--- src/rtl/vfsm_pkg.sv ---
// ----------------------------------------------------------------------------
// vfsm_pkg
// Shared types, constants and helpers of the voxel fill and surface marker.
// ----------------------------------------------------------------------------
package vfsm_pkg;

   localparam int MAX_SIDE    = 32;
   localparam int COORD_W     = $clog2(MAX_SIDE);
   localparam int ADDR_W      = 2 * COORD_W;
   localparam int COL_W       = MAX_SIDE;
   localparam int SIDE_W      = COORD_W + 1;
   localparam int GRID_W      = 6;
   localparam int CNT_W       = $clog2(COL_W + 1);
   localparam int PFX_LVLS    = $clog2(COL_W);
   localparam int QUEUE_DEPTH = 4;
   localparam int QPTR_W      = $clog2(QUEUE_DEPTH);
   localparam int STEP_W      = 3;
   localparam int CMD_W       = 3;
   localparam int MARGIN      = 2;

   localparam logic [CMD_W-1:0] CMD_CLEAR = 3'd0;
   localparam logic [CMD_W-1:0] CMD_LOAD  = 3'd1;
   localparam logic [CMD_W-1:0] CMD_FILL  = 3'd2;
   localparam logic [CMD_W-1:0] CMD_MARK  = 3'd3;
   localparam logic [CMD_W-1:0] CMD_READ  = 3'd4;

   localparam logic [GRID_W-1:0] GRID_RESET     = GRID_W'(32);
   localparam logic [SIDE_W-1:0] MIN_MARK_SIDE  = SIDE_W'(2 * MARGIN + 1);
   localparam logic [STEP_W-1:0] MARK_LAST_STEP = STEP_W'(5);
   localparam logic [ADDR_W-1:0] SWEEP_LAST     = {ADDR_W{1'b1}};

   typedef struct packed {
      logic [CMD_W-1:0]   command;
      logic [COORD_W-1:0] col_x;
      logic [COORD_W-1:0] col_y;
      logic [COL_W-1:0]   column_bits;
   } req_type;

   typedef struct packed {
      logic [COL_W-1:0] filled_bits;
      logic [COL_W-1:0] surface_bits;
      logic             bad_address;
   } rsp_type;

   typedef enum logic [2:0] {
      OP_NOP,
      OP_BAD,
      OP_CLEAR,
      OP_MARK,
      OP_WRITE,
      OP_READ
   } op_type;

   typedef struct packed {
      op_type            op;
      logic [ADDR_W-1:0] idx;
      logic [COL_W-1:0]  bits;
   } work_type;

   typedef enum logic [2:0] {
      ST_INIT,
      ST_IDLE,
      ST_CLEAR,
      ST_ACCESS,
      ST_MARK_RD,
      ST_MARK_WR,
      ST_RESP
   } eng_state_type;

   function automatic logic [COL_W-1:0] low_mask(input logic [SIDE_W-1:0] n);
      logic [COL_W:0] t;
      t = ((COL_W + 1)'(1) << n) - (COL_W + 1)'(1);
      return t[COL_W-1:0];
   endfunction

endpackage

--- src/rtl/vfsm_queue.sv ---
// ----------------------------------------------------------------------------
// vfsm_queue
// Short work queue between the classifying front and the grid engine.
// ----------------------------------------------------------------------------
module vfsm_queue (
   input  logic                clock,
   input  logic                reset,
   input  logic                push,
   input  vfsm_pkg::work_type  push_data,
   output logic                full,
   input  logic                pop,
   output vfsm_pkg::work_type  head,
   output logic                empty
);

   vfsm_pkg::work_type            entries_ff [vfsm_pkg::QUEUE_DEPTH];
   logic [vfsm_pkg::QPTR_W-1:0]   wr_ptr_ff, wr_ptr_in;
   logic [vfsm_pkg::QPTR_W-1:0]   rd_ptr_ff, rd_ptr_in;
   logic [vfsm_pkg::QPTR_W:0]     count_ff, count_in;

   assign full  = (count_ff == (vfsm_pkg::QPTR_W + 1)'(vfsm_pkg::QUEUE_DEPTH));
   assign empty = (count_ff == '0);
   assign head  = entries_ff[rd_ptr_ff];

   always_comb begin
      wr_ptr_in = push ? wr_ptr_ff + vfsm_pkg::QPTR_W'(1) : wr_ptr_ff;
      rd_ptr_in = pop  ? rd_ptr_ff + vfsm_pkg::QPTR_W'(1) : rd_ptr_ff;
      unique case ({push, pop})
         2'b10:   count_in = count_ff + (vfsm_pkg::QPTR_W + 1)'(1);
         2'b01:   count_in = count_ff - (vfsm_pkg::QPTR_W + 1)'(1);
         default: count_in = count_ff;
      endcase
   end

   always_ff @(posedge clock) begin
      if (reset) begin
         wr_ptr_ff <= '0;
         rd_ptr_ff <= '0;
         count_ff  <= '0;
      end else begin
         wr_ptr_ff <= wr_ptr_in;
         rd_ptr_ff <= rd_ptr_in;
         count_ff  <= count_in;
      end
   end

   always_ff @(posedge clock) begin
      if (push) begin
         entries_ff[wr_ptr_ff] <= push_data;
      end
   end

endmodule

--- config.mk ---
export PLATFORM = sky130hd
export DESIGN_NAME = vfsm_queue
export DESIGN_NICKNAME = d
export VERILOG_FILES = /design/src/rtl/vfsm_pkg.sv /design/src/rtl/vfsm_queue.sv
export SDC_FILE = /design/constraint.sdc
export NUM_CORES = 1
export LEC_CHECK = 0
export ABC_AREA = 1
export BUFFER_PORTS_ARGS = -buffer_cell sky130_fd_sc_hd__buf_2
export CAP_MARGIN = 20
export CELL_PAD_IN_SITES_DETAIL_PLACEMENT = 0
export CELL_PAD_IN_SITES_GLOBAL_PLACEMENT = 1
export CORE_ASPECT_RATIO = 0.6
export CORE_MARGIN = 2
export CORE_UTILIZATION = 35
export CTS_BUF_LIST = sky130_fd_sc_hd__clkbuf_8 sky130_fd_sc_hd__clkbuf_16
export DETAILED_ROUTE_END_ITERATION = 16
export GPL_ROUTABILITY_DRIVEN = 0
export PLACE_DENSITY_LB_ADDON = 0.15
export SLEW_MARGIN = 10
export SYNTH_ARGS = -nofsm -noshare
export SYNTH_HDL_FRONTEND = slang
export SYNTH_SLANG_ARGS = --single-unit
--- constraint.sdc ---
create_clock -name clock -period 2.01 [get_ports clock]
set_input_delay 0.1005 -clock clock [delete_from_list [all_inputs] [get_ports clock]]
set_output_delay 0.1005 -clock clock [all_outputs]
set_load 0.01 [all_outputs]
==> results by group <==
CTS
  – Clock Latency Late Sink: between 0.4 and 0.5 ns
  – H-tree levels: 4
  – CTS Buf Count: 17
  – CTS max path bufs: 2
  – Clock sink count: 189
  – CTS tree: done
  – Clock transition at path regs: 0.07 ns
  – Root buf cell: clkbuf_16

Power
  – Switch share: about a quarter
  – Max IR drop VDD: 0.606 mV
  – Leak: 0.00323 µW
  – Tot Pwr: 8970 µW
  – PD cells: 992 mW/mm²
  – Total net switching power: 2120 µW
  – Seq pwr share: 50.6%
  – Clock power frac: around 39%
  – Portion of total power attributed to combinational logic: 10.1%
  – Cell-internal power: 6860 µW

Synthesis
  – Synth Warn #: 0
  – Ys flop type: edfxtp_1
  – Post-synth EDFFs: between 150 and 200
  – Post-synthesis cell count: 493
  – Post-Syn Nets: 548
  – Yosys reg bits: 189
  – Most numerous cell in the Yosys netlist: edfxtp_1
  – Synth cell count leaders: edfxtp_1 (180), nor2_1 (93), o21ai_1 (60)
  – Mapped Area: 0.00725 mm²
  – Mean post-synth cell area: around 15 µm²
  – Synth cell types: 21
  – Synth area leaders: edfxtp_1 (75%), nor2_1 (4.8%), o21ai_1 (4.1%)
  – Ys async rst share: 0%
  – Post-synthesis sequential area ratio: between 70% and 80%
  – Yosys top cell by area: edfxtp_1
  – Area share of the largest cell type after synthesis: about three quarters

Final layout
  – FF+latch area: 0.00559 mm²
  – Layout cells sized above 1: a little under a quarter
  – Fin util: 44.9%
  – Multi-input gate area: 0.00128 mm²
  – Area grow syn2layout: 24.8%
  – Number of fillers in the final layout: 1835
  – Nets@finish: 694
  – N_diodes: 0

Global routing
  – Vias in the first global route: about 4600
  – Global-route wire length before repair: 25.4 mm
  – Largest net degree at the start of global routing: 91
  – Antenna violations before repair: 0
  – Gr usage total: 15.7%
  – Grt ovf: 0

Timing
  – Min cycle time layout: 1.91 ns
  – Fmax: 524 MHz
  – RSZ-0062 raised after global routing: false
  – Fin. max-slew vios: 0
  – Final Cycle Share: 94.9%
  – Post-Route Setup TNS: 0 ns
  – Hold Fails Final Rpt: 0
  – Setup violators final: 0
  – Worst-Margin Slew: 0.421 ns
  – Slew HR: 71.9%
  – Worst Clk Skew: just over 0.007 ns

Floorplan
  – Die area: 0.0219 mm²
  – IO Pins: 96
  – Row count: 40
  – Total core area: about 0.020 mm²
  – Die Span X: 190 µm
  – Initial core utilization: 35.9%
  – Die height: 115 µm

Worst setup path
  – Crit-path cells: buf_4 > o21ai_0 > o22ai_1 > buf_2
  – R2R cell count: 5
  – RR Startpoint: wr_ptr_ff[1]
  – Max Fanout on Critical Path: 19
  – Crit path capture: head[42]
  – Setup crit end kind: primary output
  – Worst setup path class: register to primary output
  – Max incr delay on CP: 0.46 ns
  – R2R Path End: entries_ff[1][15]
  – Crit-path slowest cell: dfxtp_4
  – Crit path DAT: around 1.8 ns
  – Crit path launch type: register
  – Worst Path Required: 1.91 ns
  – R2r setup slk: 0.50 ns

Place
  – PortBufs: 95
  – DPL Wire Length: approximately 9.5 mm

Route
  – 1st-iter DRT viols: 244
  – Post-DR wirelength/cell: 17.7 µm
  – Pre-antenna DRT Iters: 4
  – Vias per Instance: 4.80
  – Vias: roughly 4400
  – Total detailed-routing wirelength: 16.4 mm
  – Antenna Nets Post-Route: 0
  – # DRC: 0

Job
  – Max Cap Violations: 0

Worst hold path
  – Worst hold path type: primary input to register

Run status
  – Outcome: finished, final reports clean
layout make-up:
type                            instances  area share (%)
Inverter                               18           0.913
Clock buffer                           18            4.85
Sequential cell                       189            61.8
Timing Repair Buffer                  155            12.5
Tap cell                              273            3.77
Clock inverter                         14            2.03
Multi-Input combinational cell        258            14.1
per-layer routing:
layer	wire length, µm	GRT usage (%)	vias up
met1	8310	21.9	2199
li1	-	-	2140
met2	7280	24.7	89
met4	137	4.29	0
met5	0	0	-
met3	636	4.00	10
worst max-delay path: cells and delay by family (launching register included):
kind / cells / cell delay [ns]
buffers and inverters: 2 / 0.48
DFF: 1 / 0.46
AOI/OAI and AO/OA: 2 / 0.43
stage by stage:
step	area, µm²	hold slack, ns	worst slack (ns)	std cells
after global routing	9050	0.0429	0.00167	925
after floorplan	7250	0.199	0.140	493
after CTS	9020	0.00534	0.00433	924
final	9050	0.0135	0.102	925
after detailed placement	7940	0.324	0.425	846
after global placement	7940	0.314	0.443	846
layout by cell type (no fill, tap or decap), drive strengths merged, types with 2 or more instances in the layout:
cell type      n
inv           22
edfxtp       180
a21oi          5
clkinv         6
bufinv         3
dfxtp          9
dlygate4sd3   45
nand2          9
nor2          93
clkbuf        19
o21ai         96
ha             5
buf          109
o22ai         45
nor3           2
sequential cells by signal, summed over array words and instances, names as in the netlist, named ones only:
| name | flops |
|---|---|
| count_ff | 3 |
| entries_ff | 180 |
| rd_ptr_ff | 2 |
| wr_ptr_ff | 2 |
timing repair:
action,in CTS,in global routing
setup endpoints to repair,3,19
hold buffers,45,0
hold endpoints to repair,180,0
gates cloned,0,0
gates resized for setup,1,5
setup buffers,1,1
how the worst min path moves through the flow:
stage,start,endpoint,slack (ns),depth (start not counted)
3_5_place_dp,push_data[25],entries_ff[3][25],0.32,1
5_1_grt,push,wr_ptr_ff[0],0.04,3
4_1_cts,pop,rd_ptr_ff[0],0.005,4
3_3_place_gp,push_data[17],entries_ff[0][17],0.31,1
6_report,reset,count_ff[2],0.01,4
2_1_floorplan,push_data[0],entries_ff[0][0],0.20,0
power groups by stage:
stage	Clock, µW	Combinational, µW	Sequential [µW]
2_1_floorplan	0	516	4610
3_3_place_gp	0	831	4630
3_5_place_dp	0	840	4630
4_1_cts	3600	919	4540
5_1_grt	3770	1010	4550
6_report	3530	908	4540
logic make-up after synthesis:
kind of cell / count (synthesis) / synth area share (%)
DFF: 189 / 77.0
AOI/OAI and AO/OA: 146 / 10.9
adders and majority gates: 6 / 1.14
and+or+nand+nor: 106 / 5.57
buffers and inverters: 46 / 5.39
No activity file was read; power rests on OpenSTA's default activity.
