### src/rtl/vfsm_pkg.sv
// ----------------------------------------------------------------------------
// vfsm_pkg
// Shared types, constants and helpers of the voxel fill and surface marker.
// ----------------------------------------------------------------------------
package vfsm_pkg;

   localparam int MAX_SIDE    = 32;
   localparam int COORD_W     = $clog2(MAX_SIDE);
   localparam int ADDR_W      = 2 * COORD_W;
   localparam int COL_W       = MAX_SIDE;
   localparam int SIDE_W      = COORD_W + 1;
   localparam int GRID_W      = 6;
   localparam int CNT_W       = $clog2(COL_W + 1);
   localparam int PFX_LVLS    = $clog2(COL_W);
   localparam int QUEUE_DEPTH = 4;
   localparam int QPTR_W      = $clog2(QUEUE_DEPTH);
   localparam int STEP_W      = 3;
   localparam int CMD_W       = 3;
   localparam int MARGIN      = 2;

   localparam logic [CMD_W-1:0] CMD_CLEAR = 3'd0;
   localparam logic [CMD_W-1:0] CMD_LOAD  = 3'd1;
   localparam logic [CMD_W-1:0] CMD_FILL  = 3'd2;
   localparam logic [CMD_W-1:0] CMD_MARK  = 3'd3;
   localparam logic [CMD_W-1:0] CMD_READ  = 3'd4;

   localparam logic [GRID_W-1:0] GRID_RESET     = GRID_W'(32);
   localparam logic [SIDE_W-1:0] MIN_MARK_SIDE  = SIDE_W'(2 * MARGIN + 1);
   localparam logic [STEP_W-1:0] MARK_LAST_STEP = STEP_W'(5);
   localparam logic [ADDR_W-1:0] SWEEP_LAST     = {ADDR_W{1'b1}};

   typedef struct packed {
      logic [CMD_W-1:0]   command;
      logic [COORD_W-1:0] col_x;
      logic [COORD_W-1:0] col_y;
      logic [COL_W-1:0]   column_bits;
   } req_type;

   typedef struct packed {
      logic [COL_W-1:0] filled_bits;
      logic [COL_W-1:0] surface_bits;
      logic             bad_address;
   } rsp_type;

   typedef enum logic [2:0] {
      OP_NOP,
      OP_BAD,
      OP_CLEAR,
      OP_MARK,
      OP_WRITE,
      OP_READ
   } op_type;

   typedef struct packed {
      op_type            op;
      logic [ADDR_W-1:0] idx;
      logic [COL_W-1:0]  bits;
   } work_type;

   typedef enum logic [2:0] {
      ST_INIT,
      ST_IDLE,
      ST_CLEAR,
      ST_ACCESS,
      ST_MARK_RD,
      ST_MARK_WR,
      ST_RESP
   } eng_state_type;

   function automatic logic [COL_W-1:0] low_mask(input logic [SIDE_W-1:0] n);
      logic [COL_W:0] t;
      t = ((COL_W + 1)'(1) << n) - (COL_W + 1)'(1);
      return t[COL_W-1:0];
   endfunction

endpackage

### src/rtl/vfsm_front.sv
// ----------------------------------------------------------------------------
// vfsm_front
// Accepts requests, classifies them and builds the fill set of a column.
// ----------------------------------------------------------------------------
module vfsm_front (
   input  logic                           clock,
   input  logic                           reset,
   input  logic [vfsm_pkg::SIDE_W-1:0]    side,
   input  logic                           init_busy,
   input  logic                           req_valid,
   output logic                           req_ready,
   input  vfsm_pkg::req_type              req_data,
   output logic                           q_push,
   output vfsm_pkg::work_type             q_data,
   input  logic                           q_full
);

   logic                             s1_valid_ff, s1_valid_in;
   vfsm_pkg::op_type                 s1_op_ff, s1_op_in;
   logic [vfsm_pkg::ADDR_W-1:0]      s1_idx_ff, s1_idx_in;
   logic [vfsm_pkg::COL_W-1:0]       s1_hits_ff, s1_hits_in;
   logic                             s1_fill_ff, s1_fill_in;

   logic                             s2_valid_ff, s2_valid_in;
   vfsm_pkg::op_type                 s2_op_ff, s2_op_in;
   logic [vfsm_pkg::ADDR_W-1:0]      s2_idx_ff, s2_idx_in;
   logic [vfsm_pkg::COL_W-1:0]       s2_bits_ff, s2_bits_in;
   logic                             s2_fill_ff, s2_fill_in;

   logic                             s1_take, s2_take, accept, bad;
   logic [vfsm_pkg::COL_W-1:0]       full;
   vfsm_pkg::op_type                 op;

   logic [vfsm_pkg::CNT_W-1:0]       pc [0:vfsm_pkg::PFX_LVLS][0:vfsm_pkg::COL_W-1];
   logic [vfsm_pkg::CNT_W-1:0]       count, k_mid;
   logic [vfsm_pkg::COL_W-1:0]       mid, first, hmod, px;

   assign full    = vfsm_pkg::low_mask(side);
   assign q_push  = s2_valid_ff && !q_full;
   assign s2_take = !s2_valid_ff || q_push;
   assign s1_take = !s1_valid_ff || s2_take;
   assign req_ready = s1_take && !init_busy;
   assign accept  = req_valid && req_ready;

   assign bad = ({1'b0, req_data.col_x} >= side) || ({1'b0, req_data.col_y} >= side);

   always_comb begin
      unique case (req_data.command)
         vfsm_pkg::CMD_CLEAR: op = vfsm_pkg::OP_CLEAR;
         vfsm_pkg::CMD_MARK:  op = vfsm_pkg::OP_MARK;
         vfsm_pkg::CMD_LOAD,
         vfsm_pkg::CMD_FILL:  op = bad ? vfsm_pkg::OP_BAD : vfsm_pkg::OP_WRITE;
         vfsm_pkg::CMD_READ:  op = bad ? vfsm_pkg::OP_BAD : vfsm_pkg::OP_READ;
         default:             op = vfsm_pkg::OP_NOP;
      endcase
   end

   always_comb begin
      s1_valid_in = s1_valid_ff;
      s1_op_in    = s1_op_ff;
      s1_idx_in   = s1_idx_ff;
      s1_hits_in  = s1_hits_ff;
      s1_fill_in  = s1_fill_ff;
      if (s1_take) begin
         s1_valid_in = accept;
         s1_op_in    = op;
         s1_idx_in   = {req_data.col_x, req_data.col_y};
         s1_hits_in  = req_data.column_bits & full;
         s1_fill_in  = (req_data.command == vfsm_pkg::CMD_FILL);
      end
   end

   // prefix hit counts
   always_comb begin
      for (int i = 0; i < vfsm_pkg::COL_W; i++) begin
         pc[0][i] = vfsm_pkg::CNT_W'(s1_hits_ff[i]);
      end
      for (int l = 0; l < vfsm_pkg::PFX_LVLS; l++) begin
         for (int i = 0; i < vfsm_pkg::COL_W; i++) begin
            if (i >= (1 << l)) begin
               pc[l+1][i] = pc[l][i] + pc[l][i - (1 << l)];
            end else begin
               pc[l+1][i] = pc[l][i];
            end
         end
      end
   end

   assign count = pc[vfsm_pkg::PFX_LVLS][vfsm_pkg::COL_W-1];
   assign k_mid = (count >> 1) + vfsm_pkg::CNT_W'(1);
   assign first = s1_hits_ff & (~s1_hits_ff + vfsm_pkg::COL_W'(1));

   always_comb begin
      for (int i = 0; i < vfsm_pkg::COL_W; i++) begin
         mid[i] = s1_hits_ff[i] && (pc[vfsm_pkg::PFX_LVLS][i] == k_mid);
      end
   end

   always_comb begin
      priority if (count == vfsm_pkg::CNT_W'(1)) begin
         hmod = s1_hits_ff | ((first << 1) & full);
      end else if (count[0] && count >= vfsm_pkg::CNT_W'(3)) begin
         hmod = s1_hits_ff & ~mid;
      end else begin
         hmod = s1_hits_ff;
      end
   end

   always_comb begin
      s2_valid_in = s2_valid_ff;
      s2_op_in    = s2_op_ff;
      s2_idx_in   = s2_idx_ff;
      s2_bits_in  = s2_bits_ff;
      s2_fill_in  = s2_fill_ff;
      if (s2_take) begin
         s2_valid_in = s1_valid_ff;
         s2_op_in    = s1_op_ff;
         s2_idx_in   = s1_idx_ff;
         s2_bits_in  = s1_fill_ff ? hmod : s1_hits_ff;
         s2_fill_in  = s1_fill_ff;
      end
   end

   // inside flag as a prefix parity
   always_comb begin
      px = s2_bits_ff;
      for (int l = 0; l < vfsm_pkg::PFX_LVLS; l++) begin
         px = px ^ (px << (1 << l));
      end
   end

   assign q_data.op   = s2_op_ff;
   assign q_data.idx  = s2_idx_ff;
   assign q_data.bits = s2_fill_ff ? ((s2_bits_ff | px) & full) : s2_bits_ff;

   always_ff @(posedge clock) begin
      if (reset) begin
         s1_valid_ff <= 1'b0;
         s2_valid_ff <= 1'b0;
      end else begin
         s1_valid_ff <= s1_valid_in;
         s2_valid_ff <= s2_valid_in;
      end
   end

   always_ff @(posedge clock) begin
      s1_op_ff   <= s1_op_in;
      s1_idx_ff  <= s1_idx_in;
      s1_hits_ff <= s1_hits_in;
      s1_fill_ff <= s1_fill_in;
      s2_op_ff   <= s2_op_in;
      s2_idx_ff  <= s2_idx_in;
      s2_bits_ff <= s2_bits_in;
      s2_fill_ff <= s2_fill_in;
   end

endmodule

### config.mk
export PLATFORM = sky130hd
export DESIGN_NAME = vfsm_front
export DESIGN_NICKNAME = d
export VERILOG_FILES = /design/src/rtl/vfsm_pkg.sv /design/src/rtl/vfsm_front.sv
export SDC_FILE = /design/constraint.sdc
export NUM_CORES = 1
export LEC_CHECK = 0
export ABC_AREA = 1
export BUFFER_PORTS_ARGS = -buffer_cell sky130_fd_sc_hd__buf_2
export CAP_MARGIN = 20
export CORE_MARGIN = 3
export CORE_UTILIZATION = 30
export CTS_BUF_LIST = sky130_fd_sc_hd__clkbuf_2
export DETAILED_ROUTE_END_ITERATION = 6
export PLACE_DENSITY_LB_ADDON = 0.25
export SLEW_MARGIN = 10
export SYNTH_ARGS = -nofsm -noshare
export SYNTH_HDL_FRONTEND = slang
export SYNTH_SLANG_ARGS = --single-unit
### constraint.sdc
create_clock -name clock -period 7.5 [get_ports clock]
set_clock_uncertainty 0.2 [all_clocks]
set_input_delay 1.5 -clock clock [delete_from_list [all_inputs] [get_ports clock]]
set_output_delay 1.5 -clock clock [all_outputs]
set_load 0.005 [all_outputs]
==> results_dict.tcl <==
set metrics [dict create \
    synth_most_common_cell "nand2_1" \
    io_buffer_count 102 \
    boundaryPins 103 \
    wl_per_cell_um 18.9 \
    wl_mm 70.2 \
    synth_area_leader_cell "ha_1" \
    critPathCaptureType "flip-flop" \
    die_area_um2 68100 \
    num_rows 92 \
    ctsResizeCount 0 \
    crit_path_start_kind "flip-flop" \
    die_w_um 261 \
    hpwl_mm 60.1 \
    worst_path_largest_cell_delay_ps 630 \
    nets 3330 \
    cap_violations 0 \
    synth_fa_ha_area_share_pct 31.1 \
    track_usage_pct 20.4 \
    fill_cells 6953 \
    cts.sinks 94 \
    crit_family "adder cells" \
    die_y_um 261 \
    clk_latency_ps 690 \
    postSynthAreaPerCell_um2 6.98 \
    synthesis.nets 3255 \
    dr.first_iter.drc_count 1328 \
    drive_gt1_share_pct 6.55 \
    crit_type "reg2reg" \
    multiInputGateArea_um2 14500 \
    ys_top_cells_by_area "ha_1, nand2_1, edfxtp_1" \
    core-area_um2 63700 \
    drc 1 \
    ctsHtreeMaxLevel 3 \
    rsz0062_at_grt "no" \
    synthMuxAreaShare_pct 0 \
    cts_root_buffer "clkbuf_2" \
    via_count 17700 \
    synth-compound-area-share_pct 5.51 \
    outcome "complete, but fails checks" \
    synth.yosys.seq_area_share_pct 14.4 \
    r2r_slack_ps 420 \
    hold_path.class "reg2reg" \
    finalSetupViolCount 0 \
    place.gp.congestion 0.978 \
    synthCells 2792 \
    tns_ps 0 \
    cts_buffers 9 \
    worstPathCellList "inv_1 > ha_1 > ha_1 > inv_1 > fa_1 > xor2_1 > ha_1 > fa_1 > inv_1 > fa_1 > fa_1 > inv_1 > fa_2 > inv_1 > ha_1 > nand4_1 > nor2_2 > nand2_1 > o21ai_0 > and2_1" \
    min_period_ps 7080 \
    synthSimpleGateAreaFrac_pct 28.5 \
    finalCritPeriodShare_pct 94.4 \
    clk_path_buf_depth 2 \
    synthTopCellsByCount "nand2_1, inv_1, ha_1" \
    crit_required_ps 7900 \
    syn_to_final_growth_pct 8.23 \
    grt_max_degree 48 \
    violations "design-rule violations" \
    synth_area_um2 19500 \
    tightest_slew_ps 1010 \
    synth_seq_cells 94 \
    ys_async_sr_fraction_pct 0 \
    synth-edff-count 92 \
    grt_pass1_vias 17100 \
    arrival_ps 7480 \
    synth_top_family_by_area "adder cells" \
    drt_pass1_iterations 7 \
    postRouteAntennaNets 0 \
    antenna_found_initial 2 \
    initial_core_util_pct 30.6 \
    crit_path_frequent_cell "inv_1" \
    synth-xor-area-share_pct 9.07 \
    cp_max_fo 12 \
    maxSlewHeadroom_pct 32.4 \
    tritoncts "built" \
    cts_hold_repair.buffers 0 \
    seqCellArea_um2 2800 \
    synth_top_flop_cell "edfxtp_1" \
    ys_warn_count 0 \
    worst-path-buf-inv 5 \
    path_clk_slew_ps 320 \
    ys_types 52 \
    cpMaxStageDelayCell "fa_2" \
    grt_pass1_wl_mm 104 \
    cts_setup_buffers 0 \
    fmax_mhz 141 \
    finalHoldViolations 0 \
    finalMaxSlewViolations 0 \
    gr-total-overflow 0 \
    synth_top_area_share_pct 17.8 \
    avgViaCountPerCell 4.77 \
]
==> cell usage in the layout (no fill, tap or decap), types with 4 or more instances in the layout <==
cell        n
xnor2_1   102
fa_1      128
clkbuf_2    9
nor3b_1     5
a21o_1      4
nand4_1    34
nand3_1   170
buf_4      31
o21ai_1     4
nand2_1   785
buf_2     102
xor2_1     98
o21bai_1   13
nand2_2     9
nor2_2      6
o21ai_0    41
edfxtp_1   92
a31oi_1    15
a21boi_0    8
nor2_1    248
a21oi_1    75
ha_1      278
nand3b_1   12
inv_1     502
and2_1      7
o22ai_1    10
or2_2       8
inv_2       4
nor3_1     27
==> stage by stage <==
step | setup slack, ps | hold WS [ps] | util (%) | area [µm²] | instances
global route | 65.4 | 270 | 33.2 | 21100 | 3721
detailed placement | 472 | 205 | 33.0 | 21000 | 3702
global placement | 542 | 200 | 33.0 | 21000 | 3702
finish | 419 | 259 | 33.2 | 21100 | 3721
CTS | 421 | 263 | 33.1 | 21100 | 3718
floorplan | 800 | 200 | - | 19500 | 2792
==> final cells by class <==
class,count,area share [%]
clock buffers,9,0.213
multi-input cells,2122,68.5
repair buffers,133,3.52
diodes,3,0.0356
well taps,846,5.02
clock inverters,7,0.368
inverters,507,9.02
flip-flops and latches,94,13.3
==> per-layer routing <==
metal | part of all wire [%] | track usage (%) | vias up
li1 | - | - | 8877
met1 | 45 | 27.5 | 8247
met2 | 47 | 34.8 | 515
met3 | 5.4 | 1.45 | 95
met4 | 3.2 | 6.36 | 0
met5 | 0 | 0 | -
==> worst register-to-register path: cells and delay by family (launching register included) <==
kind	cells	cell delay, ps
adder cells (fa/ha/maj)	9	3870
AND/OR/NAND/NOR	4	1300
buffers and inverters	5	540
flip-flops	1	510
AO/OA/AOI/OAI	1	400
XOR/XNOR	1	180
==> flip-flops by register name, summed over array words and instances (netlist names) <==
| signal | flops |
|---|---|
| s2_valid_ff | 1 |
| s1_valid_ff | 1 |
| s2_op_ff | 3 |
| s1_idx_ff | 10 |
| s2_bits_ff | 32 |
| s1_fill_ff | 1 |
| s2_fill_ff | 1 |
| s2_idx_ff | 10 |
| s1_op_ff | 3 |
| s1_hits_ff | 32 |
==> worst paths after layout <==
| check | cells past startpoint | endpoint | start |
|---|---|---|---|
| setup / recovery | 20 | s2_bits_ff[8] | s1_hits_ff[15] |
| hold / removal | 0 | s2_op_ff[1] | s1_op_ff[1] |
| setup reg to reg | 20 | s2_bits_ff[8] | s1_hits_ff[15] |
| hold reg to reg | 0 | s2_op_ff[1] | s1_op_ff[1] |
==> kinds of logic (layout without fill, tap and decap cells) <==
family | count (synthesis) | in the layout
flops | 94 | 94
compound gates | 186 | 186
xor+xnor | 201 | 201
fa+ha+maj | 407 | 407
buf+inv | 576 | 656
other cells | 0 | 3
simple gates | 1328 | 1328
Power is left out: the tool's default activity adds up to more than one toggle a clock period on the data nets, which glitch-free logic cannot reach.
